===== src/hdl/hglb_pkg.sv =====
// hglb_pkg: types, register codes and constants of the hysteresis gated load blend
// used by hglb_front, hglb_queue, hglb_back and the top level
`timescale 1ns / 1ps

package hglb_pkg;

  localparam int CFG_IDX_W       = 3;
  localparam int CFG_DATA_W      = 23;
  localparam int QUEUE_DEPTH_DEF = 4;

  localparam logic [16:0] ONE_Q16        = 17'd65536;
  localparam logic [22:0] HIGH_OFFSET_RST = 23'd10000;
  localparam logic [22:0] BAND_WIDTH_RST  = 23'd100;
  localparam logic [16:0] DECAY_STEP_RST  = 17'd3277;
  localparam logic [16:0] RECOV_STEP_RST  = 17'd65536;
  localparam logic [51:0] ROUND_HALF      = 52'd32768;

  typedef enum logic [CFG_IDX_W-1:0] {
    REG_HIGH_OFFSET   = 3'd0,
    REG_BAND_WIDTH    = 3'd1,
    REG_DECAY_STEP    = 3'd2,
    REG_RECOVERY_STEP = 3'd3
  } cfg_reg_t;

  // one classified beat between front and back
  typedef struct packed {
    logic               flag;
    logic        [16:0] blend;
    logic signed [33:0] base_sum;
    logic signed [31:0] target;
    logic signed [31:0] addend;
    logic signed [31:0] subtrahend;
  } entry_t;

endpackage


===== src/hdl/hglb_front.sv =====
// hglb_front: config registers, hysteresis flag and blend factor update per input beat
// depends on hglb_pkg
`timescale 1ns / 1ps

module hglb_front import hglb_pkg::*; (
  input  logic                  clk,
  input  logic                  rst,
  input  logic                  cfg_valid,
  output logic                  cfg_ready,
  input  logic [CFG_IDX_W-1:0]  cfg_index,
  input  logic [CFG_DATA_W-1:0] cfg_data,
  input  logic                  in_valid,
  output logic                  in_ready,
  input  logic signed [23:0]    raw_value,
  input  logic signed [23:0]    threshold_base,
  input  logic                  gate,
  input  logic signed [31:0]    term_one,
  input  logic signed [31:0]    term_two,
  input  logic signed [31:0]    term_three,
  input  logic signed [31:0]    blend_target,
  input  logic signed [31:0]    load_addend,
  input  logic signed [31:0]    load_subtrahend,
  output logic                  push_valid,
  input  logic                  push_ready,
  output entry_t                push_entry
);

  logic [22:0] high_offset;
  logic [22:0] band_width;
  logic [16:0] decay_step;
  logic [16:0] recovery_step;
  logic        over_flag;
  logic [16:0] blend_factor;

  logic signed [25:0] raw_ext;
  logic signed [25:0] upper;
  logic signed [25:0] lower;
  logic               over_flag_next;
  logic signed [17:0] blend_dec;
  logic        [17:0] blend_inc;
  logic        [16:0] blend_factor_next;
  logic               accept;

  assign cfg_ready  = 1'b1;
  assign in_ready   = push_ready;
  assign push_valid = in_valid;
  assign accept     = in_valid && push_ready;

  always_ff @(posedge clk) begin
    if (rst) begin
      high_offset   <= HIGH_OFFSET_RST;
      band_width    <= BAND_WIDTH_RST;
      decay_step    <= DECAY_STEP_RST;
      recovery_step <= RECOV_STEP_RST;
    end else if (cfg_valid) begin
      unique case (cfg_index)
        REG_HIGH_OFFSET:   high_offset   <= cfg_data;
        REG_BAND_WIDTH:    band_width    <= cfg_data;
        REG_DECAY_STEP:    decay_step    <= cfg_data[16:0];
        REG_RECOVERY_STEP: recovery_step <= cfg_data[16:0];
        default: ;
      endcase
    end
  end

  always_comb begin
    raw_ext = {{2{raw_value[23]}}, raw_value};
    upper   = $signed({{2{threshold_base[23]}}, threshold_base}) +
              $signed({3'b000, high_offset});
    lower   = upper - $signed({3'b000, band_width});
    priority if (raw_ext >= upper) begin
      over_flag_next = 1'b1;
    end else if (raw_ext < lower) begin
      over_flag_next = 1'b0;
    end else begin
      over_flag_next = over_flag;
    end

    blend_dec = $signed({1'b0, blend_factor}) - $signed({1'b0, decay_step});
    blend_inc = {1'b0, blend_factor} + {1'b0, recovery_step};
    if (gate && !over_flag_next) begin
      blend_factor_next = blend_dec[17] ? 17'd0 : blend_dec[16:0];
    end else begin
      blend_factor_next = (blend_inc > {1'b0, ONE_Q16}) ? ONE_Q16 : blend_inc[16:0];
    end
  end

  always_ff @(posedge clk) begin
    if (rst) begin
      over_flag    <= 1'b0;
      blend_factor <= ONE_Q16;
    end else if (accept) begin
      over_flag    <= over_flag_next;
      blend_factor <= blend_factor_next;
    end
  end

  always_comb begin
    push_entry.flag       = over_flag_next;
    push_entry.blend      = blend_factor_next;
    push_entry.base_sum   = $signed({{2{term_one[31]}}, term_one}) +
                            $signed({{2{term_two[31]}}, term_two}) +
                            $signed({{2{term_three[31]}}, term_three});
    push_entry.target     = blend_target;
    push_entry.addend     = load_addend;
    push_entry.subtrahend = load_subtrahend;
  end

endmodule


===== src/hdl/hglb_queue.sv =====
// hglb_queue: short register queue between front and back
// depends on hglb_pkg
`timescale 1ns / 1ps

module hglb_queue import hglb_pkg::*; #(
  parameter int DEPTH = QUEUE_DEPTH_DEF
) (
  input  logic   clk,
  input  logic   rst,
  input  logic   push_valid,
  output logic   push_ready,
  input  entry_t push_entry,
  output logic   pop_valid,
  input  logic   pop_ready,
  output entry_t pop_entry
);

  localparam int PTR_W = $clog2(DEPTH);
  localparam int CNT_W = $clog2(DEPTH + 1);

  entry_t             slots [DEPTH];
  logic [PTR_W-1:0]   wr_ptr;
  logic [PTR_W-1:0]   rd_ptr;
  logic [CNT_W-1:0]   count;
  logic [CNT_W-1:0]   count_next;
  logic               push;
  logic               pop;

  assign push_ready = (count != CNT_W'(DEPTH));
  assign pop_valid  = (count != '0);
  assign push       = push_valid && push_ready;
  assign pop        = pop_valid && pop_ready;
  assign pop_entry  = slots[rd_ptr];

  always_comb begin
    unique case ({push, pop})
      2'b10:   count_next = count + CNT_W'(1);
      2'b01:   count_next = count - CNT_W'(1);
      default: count_next = count;
    endcase
  end

  always_ff @(posedge clk) begin
    if (rst) begin
      wr_ptr <= '0;
      rd_ptr <= '0;
      count  <= '0;
    end else begin
      count <= count_next;
      if (push) begin
        wr_ptr <= (wr_ptr == PTR_W'(DEPTH - 1)) ? '0 : wr_ptr + PTR_W'(1);
      end
      if (pop) begin
        rd_ptr <= (rd_ptr == PTR_W'(DEPTH - 1)) ? '0 : rd_ptr + PTR_W'(1);
      end
    end
  end

  always_ff @(posedge clk) begin
    if (push) begin
      slots[wr_ptr] <= push_entry;
    end
  end

endmodule


===== src/hdl/hglb_back.sv =====
// hglb_back: two stage blend datapath, products then round, sum and saturate
// depends on hglb_pkg
`timescale 1ns / 1ps

module hglb_back import hglb_pkg::*; (
  input  logic               clk,
  input  logic               rst,
  input  logic               pop_valid,
  output logic               pop_ready,
  input  entry_t             pop_entry,
  output logic               out_valid,
  input  logic               out_ready,
  output logic signed [31:0] load_out,
  output logic               flag_out,
  output logic [16:0]        blend_out
);

  logic               prod_valid;
  logic signed [51:0] prod_base;
  logic signed [49:0] prod_target;
  logic signed [31:0] prod_addend;
  logic signed [31:0] prod_subtrahend;
  logic               prod_flag;
  logic [16:0]        prod_blend;

  logic               out_adv;
  logic               prod_adv;
  logic [16:0]        weight;
  logic signed [51:0] acc;
  logic signed [35:0] rounded;
  logic signed [37:0] total;
  logic signed [31:0] load_sat;

  assign out_adv   = !out_valid || out_ready;
  assign prod_adv  = !prod_valid || out_adv;
  assign pop_ready = prod_adv;
  assign weight    = ONE_Q16 - pop_entry.blend;

  always_ff @(posedge clk) begin
    if (rst) begin
      prod_valid <= 1'b0;
    end else if (prod_adv) begin
      prod_valid <= pop_valid;
    end
  end

  always_ff @(posedge clk) begin
    if (prod_adv && pop_valid) begin
      prod_base       <= $signed({1'b0, weight}) * pop_entry.base_sum;
      prod_target     <= $signed({1'b0, pop_entry.blend}) * pop_entry.target;
      prod_addend     <= pop_entry.addend;
      prod_subtrahend <= pop_entry.subtrahend;
      prod_flag       <= pop_entry.flag;
      prod_blend      <= pop_entry.blend;
    end
  end

  always_comb begin
    acc     = prod_base + {{2{prod_target[49]}}, prod_target} + $signed(ROUND_HALF);
    rounded = acc[51:16];
    total   = {{2{rounded[35]}}, rounded} +
              {{6{prod_addend[31]}}, prod_addend} -
              {{6{prod_subtrahend[31]}}, prod_subtrahend};
    priority if (total > 38'sd2147483647) begin
      load_sat = 32'sh7FFF_FFFF;
    end else if (total < -38'sd2147483648) begin
      load_sat = 32'sh8000_0000;
    end else begin
      load_sat = total[31:0];
    end
  end

  always_ff @(posedge clk) begin
    if (rst) begin
      out_valid <= 1'b0;
    end else if (out_adv) begin
      out_valid <= prod_valid;
    end
  end

  always_ff @(posedge clk) begin
    if (out_adv && prod_valid) begin
      load_out  <= load_sat;
      flag_out  <= prod_flag;
      blend_out <= prod_blend;
    end
  end

endmodule


===== src/hdl/hysteresis_gated_load_blend.sv =====
// hysteresis_gated_load_blend: top level, front classifier, beat queue and blend datapath
// depends on hglb_pkg, hglb_front, hglb_queue, hglb_back
//
// channel  direction  handshake              payload
// cfg      in         cfg_valid / cfg_ready  cfg_index, cfg_data
// in       in         in_valid / in_ready    raw_value .. load_subtrahend
// out      out        out_valid / out_ready  load_out, flag_out, blend_out
//
// one beat per cycle in and out while out_ready is high
// the queue is written at the accepting edge, then the product and output registers
// reset clears the flag, sets the blend factor to one, loads register defaults
// and empties the queue; cfg_ready is always high
// a stalled output fills the pipeline, then the queue, then drops in_ready
`timescale 1ns / 1ps

module hysteresis_gated_load_blend import hglb_pkg::*; #(
  parameter int QUEUE_DEPTH = QUEUE_DEPTH_DEF
) (
  input  logic                  clk,
  input  logic                  rst,
  input  logic                  cfg_valid,
  output logic                  cfg_ready,
  input  logic [CFG_IDX_W-1:0]  cfg_index,
  input  logic [CFG_DATA_W-1:0] cfg_data,
  input  logic                  in_valid,
  output logic                  in_ready,
  input  logic signed [23:0]    raw_value,
  input  logic signed [23:0]    threshold_base,
  input  logic                  gate,
  input  logic signed [31:0]    term_one,
  input  logic signed [31:0]    term_two,
  input  logic signed [31:0]    term_three,
  input  logic signed [31:0]    blend_target,
  input  logic signed [31:0]    load_addend,
  input  logic signed [31:0]    load_subtrahend,
  output logic                  out_valid,
  input  logic                  out_ready,
  output logic signed [31:0]    load_out,
  output logic                  flag_out,
  output logic [16:0]           blend_out
);

  logic   push_valid;
  logic   push_ready;
  entry_t push_entry;
  logic   pop_valid;
  logic   pop_ready;
  entry_t pop_entry;

  hglb_front u_front (
    .clk             (clk),
    .rst             (rst),
    .cfg_valid       (cfg_valid),
    .cfg_ready       (cfg_ready),
    .cfg_index       (cfg_index),
    .cfg_data        (cfg_data),
    .in_valid        (in_valid),
    .in_ready        (in_ready),
    .raw_value       (raw_value),
    .threshold_base  (threshold_base),
    .gate            (gate),
    .term_one        (term_one),
    .term_two        (term_two),
    .term_three      (term_three),
    .blend_target    (blend_target),
    .load_addend     (load_addend),
    .load_subtrahend (load_subtrahend),
    .push_valid      (push_valid),
    .push_ready      (push_ready),
    .push_entry      (push_entry)
  );

  hglb_queue #(
    .DEPTH (QUEUE_DEPTH)
  ) u_queue (
    .clk        (clk),
    .rst        (rst),
    .push_valid (push_valid),
    .push_ready (push_ready),
    .push_entry (push_entry),
    .pop_valid  (pop_valid),
    .pop_ready  (pop_ready),
    .pop_entry  (pop_entry)
  );

  hglb_back u_back (
    .clk       (clk),
    .rst       (rst),
    .pop_valid (pop_valid),
    .pop_ready (pop_ready),
    .pop_entry (pop_entry),
    .out_valid (out_valid),
    .out_ready (out_ready),
    .load_out  (load_out),
    .flag_out  (flag_out),
    .blend_out (blend_out)
  );

endmodule

===== config.mk =====
export PLATFORM = sky130hd
export DESIGN_NAME = hysteresis_gated_load_blend
export DESIGN_NICKNAME = d
export VERILOG_FILES = /design/src/hdl/hglb_pkg.sv /design/src/hdl/hglb_front.sv /design/src/hdl/hglb_queue.sv /design/src/hdl/hglb_back.sv /design/src/hdl/hysteresis_gated_load_blend.sv
export SDC_FILE = /design/constraint.sdc
export NUM_CORES = 2
export LEC_CHECK = 0
export BUFFER_PORTS_ARGS = -buffer_cell sky130_fd_sc_hd__buf_2
export CORE_ASPECT_RATIO = 0.7
export CORE_MARGIN = 5
export CORE_UTILIZATION = 45
export CTS_CLUSTER_DIAMETER = 40
export DETAILED_ROUTE_END_ITERATION = 7
export PLACE_DENSITY = 0.69
export RECOVER_POWER = 100
export REMOVE_ABC_BUFFERS = 1
export SKIP_LAST_GASP = 1
export SLEW_MARGIN = 20
export SYNTH_ARGS = -nofsm -noshare
export SYNTH_HDL_FRONTEND = slang
export SYNTH_SLANG_ARGS = --single-unit
export TNS_END_PERCENT = 100

===== constraint.sdc =====
create_clock -name clk -period 11.8 [get_ports clk]
set_input_delay 0.59 -clock clk [delete_from_list [all_inputs] [get_ports clk]]
set_output_delay 0.59 -clock clk [all_outputs]
set_load 0.01 [all_outputs]

==> metrics.md <==
| Metric | Value |
|---|---|
| Status | `finished, violations left` |
| Failing checks | `max-capacitance violations, max-slew violations` |
| Grt ovf | `0` |
| Primary FF master, synth | `edfxtp_1` |
| Cts repair resizes | `0` |
| Cell taking the most area after synthesis | `edfxtp_1` |
| Setup Crit Path Kind | `register to register` |
| Core area | `0.1870 mm2` |
| GP Congestion | `0.9371` |
| First-pass detailed-route iteration total | `6` |
| Iteration-0 DRC Markers | `4,793` |
| Layout area overhead | `11.10%` |
| R2r worst-path depth | `23` |
| Slew headroom | `-444.5%` |
| Initial core utilization | `45.11%` |
| Final number of max-transition violations | `1,169` |
| DP HPWL | `172,800 um` |
| Fin crit share | `94.26%` |
| Worst setup EP type | `register` |
| Max Freq | `89.90 MHz` |
| RR Endpoint | `u_back.prod_base[50]` |
| Hold Path Cell Cnt | `3` |
| CP max FO | `32` |
| Kind of cell adding the most delay to the critical path | `adder cells` |
| I/O pin count | `325` |
| Post-Synthesis Cells | `7,767` |
| Min Tclk post-route | `11.12 ns` |
| RSZ-0062 raised after global routing | `no` |
| Post-synth EDFFs | `826` |
| Hold-fix buffers, CTS | `102` |
| Crit path DAT | `11.60 ns` |
| Hold Startpoint | `cfg_data[19]` |
| Largest net degree at the start of global routing | `144` |
| Post-CTS setup buffers | `0` |
| Initial antenna violation count | `16` |
| First-pass GRT wire length | `349,200 um` |
| Total Routed Length | `222,200 um` |
| Most frequent cells after synthesis | `inv_1 (1,372), fa_1 (1,112), nand2_1 (1,012)` |
| Final #Nets | `10,080` |
| DIE HEIGHT | `372.3 um` |
| Via Count | `58,230` |
| Buf/Inv on CP | `4` |
| Worst setup SP type | `register` |
| Clock Tree Root | `clkbuf_16` |
| CTS tree | `built` |
| Count leader, synth | `inv_1` |
| Setup slack, reg-to-reg | `0.68 ns` |
| Post-Syn Area | `0.08438 mm2` |
| Worst skew pair latency | `0.80 ns` |
| CP cell instances | `mux4_2 > clkbuf_1 > inv_1 > xnor2_4 > buf_4 > nand2_1 > fa_1 > fa_1 > fa_1 > fa_1 > fa_1 > inv_1 > fa_1 > ha_1 > a211oi_1 > o21ai_0 > a311oi_1 > o21bai_1 > a2111oi_0 > o41ai_1 > a21oi_1 > o21ai_0 > xor2_1` |
| Worst Tran Pin Value | `8.167 ns` |
| Critical Path Max Stage Delay | `1.53 ns` |
| PortBufs | `323` |
| Seq cells post-synth | `935` |
| Synth Area per Inst | `10.86 um2` |
| Worst clock skew | `0.08721 ns` |
| Finished Cell Area | `0.09374 mm2` |
| H-tree levels | `3` |
| Hold Path Class | `primary input to register` |
| Std cell rows | `133` |
| Sequential area share after synthesis | `31.98%` |
| Number of global-route vias before repair | `60,270` |
| CP most frequent cell | `fa_1` |
| Die W | `527.6 um` |
| Post-synth top area share | `29.40%` |
| Synth area leaders | `edfxtp_1 (29%), fa_1 (26%), ha_1 (8.6%)` |
| Final Setup Violations | `0` |
| CTS sink count | `935` |
| Drt drc | `0` |
| Die area | `0.1964 mm2` |
| Max-cap check violation count | `25` |
| Vias/cell | `5.429` |
| Max clock buf depth | `3` |
| WL/cell | `20.72 um` |
| Final Hold Fails | `0` |
| GRT Overall Usage | `22.80%` |
| Async set or reset register ratio after synthesis | `0%` |
| Area after DPL | `0.08893 mm2` |
| Slowest CP cell | `clkbuf_1` |
| Synth warn | `0` |
| Cell variety after synth | `91` |
| Routed Antenna Nets | `0` |
| Sink of the worst hold path | `u_front.band_width[19]` |
| Num CTS Buffers | `116` |
| Layout fillers | `16,610` |
| Worst EP required | `12.27 ns` |
| Ratio of cells with drive above 1 in the final layout | `7.569%` |
| Clock transition at the registers of the reported paths | `0.06 ns` |
-- through the flow --
stage | util [%] | hold slack, ns | setup slack [ns] | TNS, ns | cells
after CTS | 50.29 | 0.002604 | 1.315 | 0 | 10720
after global placement | 47.55 | 0.4050 | 1.566 | 0 | 10390
after floorplan | - | 0.4003 | -4.943 | -259.62 | 7496
after global routing | 50.11 | 0.04654 | 0.3855 | 0 | 10720
after detailed placement | 47.55 | 0.4063 | 1.455 | 0 | 10390
final | 50.12 | 0.1044 | 0.6771 | 0 | 10730
-- worst reg2reg max path, cell delays in order, from the launching register on --
cell and delay (ns):
dfxtp_4 0.73, mux4_2 0.35, clkbuf_1 1.53, inv_1 0.59, xnor2_4 0.61, buf_4 0.44, nand2_1 0.18, fa_1 0.60
fa_1 0.45, fa_1 0.57, fa_1 0.44, fa_1 0.50, inv_1 0.05, fa_1 0.48, ha_1 0.38, a211oi_1 0.36
o21ai_0 0.22, a311oi_1 0.43, o21bai_1 0.25, a2111oi_0 0.83, o41ai_1 0.20, a21oi_1 0.28, o21ai_0 0.16, xor2_1 0.17
-- cell families (layout without fill, tap and decap cells) --
kind of cell / count (synthesis) / after routing / share of synthesized area, %
AO/OA/AOI/OAI: 1062 / 1062 / 8.022
XOR/XNOR: 304 / 304 / 3.156
adder cells (fa/ha/maj): 1694 / 1694 / 35.01
buffers and inverters: 1645 / 2096 / 7.377
flip-flops: 935 / 935 / 31.98
multiplexers: 169 / 169 / 3.986
other: 1 / 11 / 0.004444
AND/OR/NAND/NOR: 1957 / 1957 / 10.46
-- placed cells by master (no fill, tap or decap), types with 29 or more instances in the layout --
cell type      netlist  final
a21o_1             154    154
edfxtp_1           826    826
o21bai_1            36     36
ha_1               582    582
clkbuf_1           229    185
and3_1              46     46
xor2_1              95     92
nor2_1             331    331
nand3_1             56     56
and2_1              59     53
o21a_1              58     58
dlygate4sd3_1        0    102
buf_4                2     47
dfxtp_1            109    107
nand2_1           1012   1012
a211oi_1            36     36
o211ai_1            29     29
a21oi_1            347    347
nor2b_1            284    284
buf_2               25    173
inv_1             1372   1373
nor3_1              40     39
xnor2_1            209    198
clkbuf_16            0    116
fa_1              1112   1112
o21ai_0            204    205
nand2b_1            48     48
mux4_2             132    132
-- sequential cells by signal, summed over array words and instances, names as in the netlist, named ones only --
| name | count |
|---|---|
| u_back.blend_out | 17 |
| u_back.flag_out | 1 |
| u_back.load_out | 32 |
| u_back.out_valid | 1 |
| u_back.prod_addend | 32 |
| u_back.prod_base | 52 |
| u_back.prod_blend | 17 |
| u_back.prod_flag | 1 |
| u_back.prod_subtrahend | 32 |
| u_back.prod_target | 50 |
| u_back.prod_valid | 1 |
| u_front.band_width | 23 |
| u_front.blend_factor | 17 |
| u_front.decay_step | 17 |
| u_front.high_offset | 23 |
| u_front.over_flag | 1 |
| u_front.recovery_step | 17 |
| u_queue.count | 3 |
| u_queue.rd_ptr | 2 |
| u_queue.slots | 592 |
| u_queue.wr_ptr | 2 |
-- cell type report --
| class | count | area, um2 | share of cell area [%] |
|---|---|---|---|
| Timing Repair Buffer | 501 | 2944 | 3.141 |
| Sequential cell | 935 | 26990 | 28.80 |
| Multi-Input combinational cell | 5187 | 51380 | 54.82 |
| Clock inverter | 95 | 1151 | 1.228 |
| Clock buffer | 126 | 2960 | 3.158 |
| Inverter | 1374 | 5157 | 5.502 |
| Tap cell | 2497 | 3124 | 3.333 |
| Antenna cell | 10 | 25.02 | 0.02670 |
-- metal layers --
| metal | routed length (um) | share of wire [%] | global-route usage, % |
|---|---|---|---|
| met1 | 99710 | 45 | 33.76 |
| met2 | 97650 | 44 | 34.52 |
| met3 | 19000 | 8.5 | 4.430 |
| met4 | 5767 | 2.6 | 5.856 |
| met5 | 65 | 0.029 | 0 |
-- worst max path at each step --
stage | endpoint | depth (start not counted) | startpoint
floorplan | u_back.prod_base[51] | 27 | register
CTS | u_back.prod_base[50] | 27 | register
detailed placement | u_back.prod_base[51] | 30 | register
global route | u_back.prod_base[50] | 27 | register
finish | u_back.prod_base[50] | 23 | register
global placement | u_back.prod_base[51] | 30 | register
Power is not shown: default switching activity piles up to over one toggle a cycle in this logic, so the estimate is an artifact.
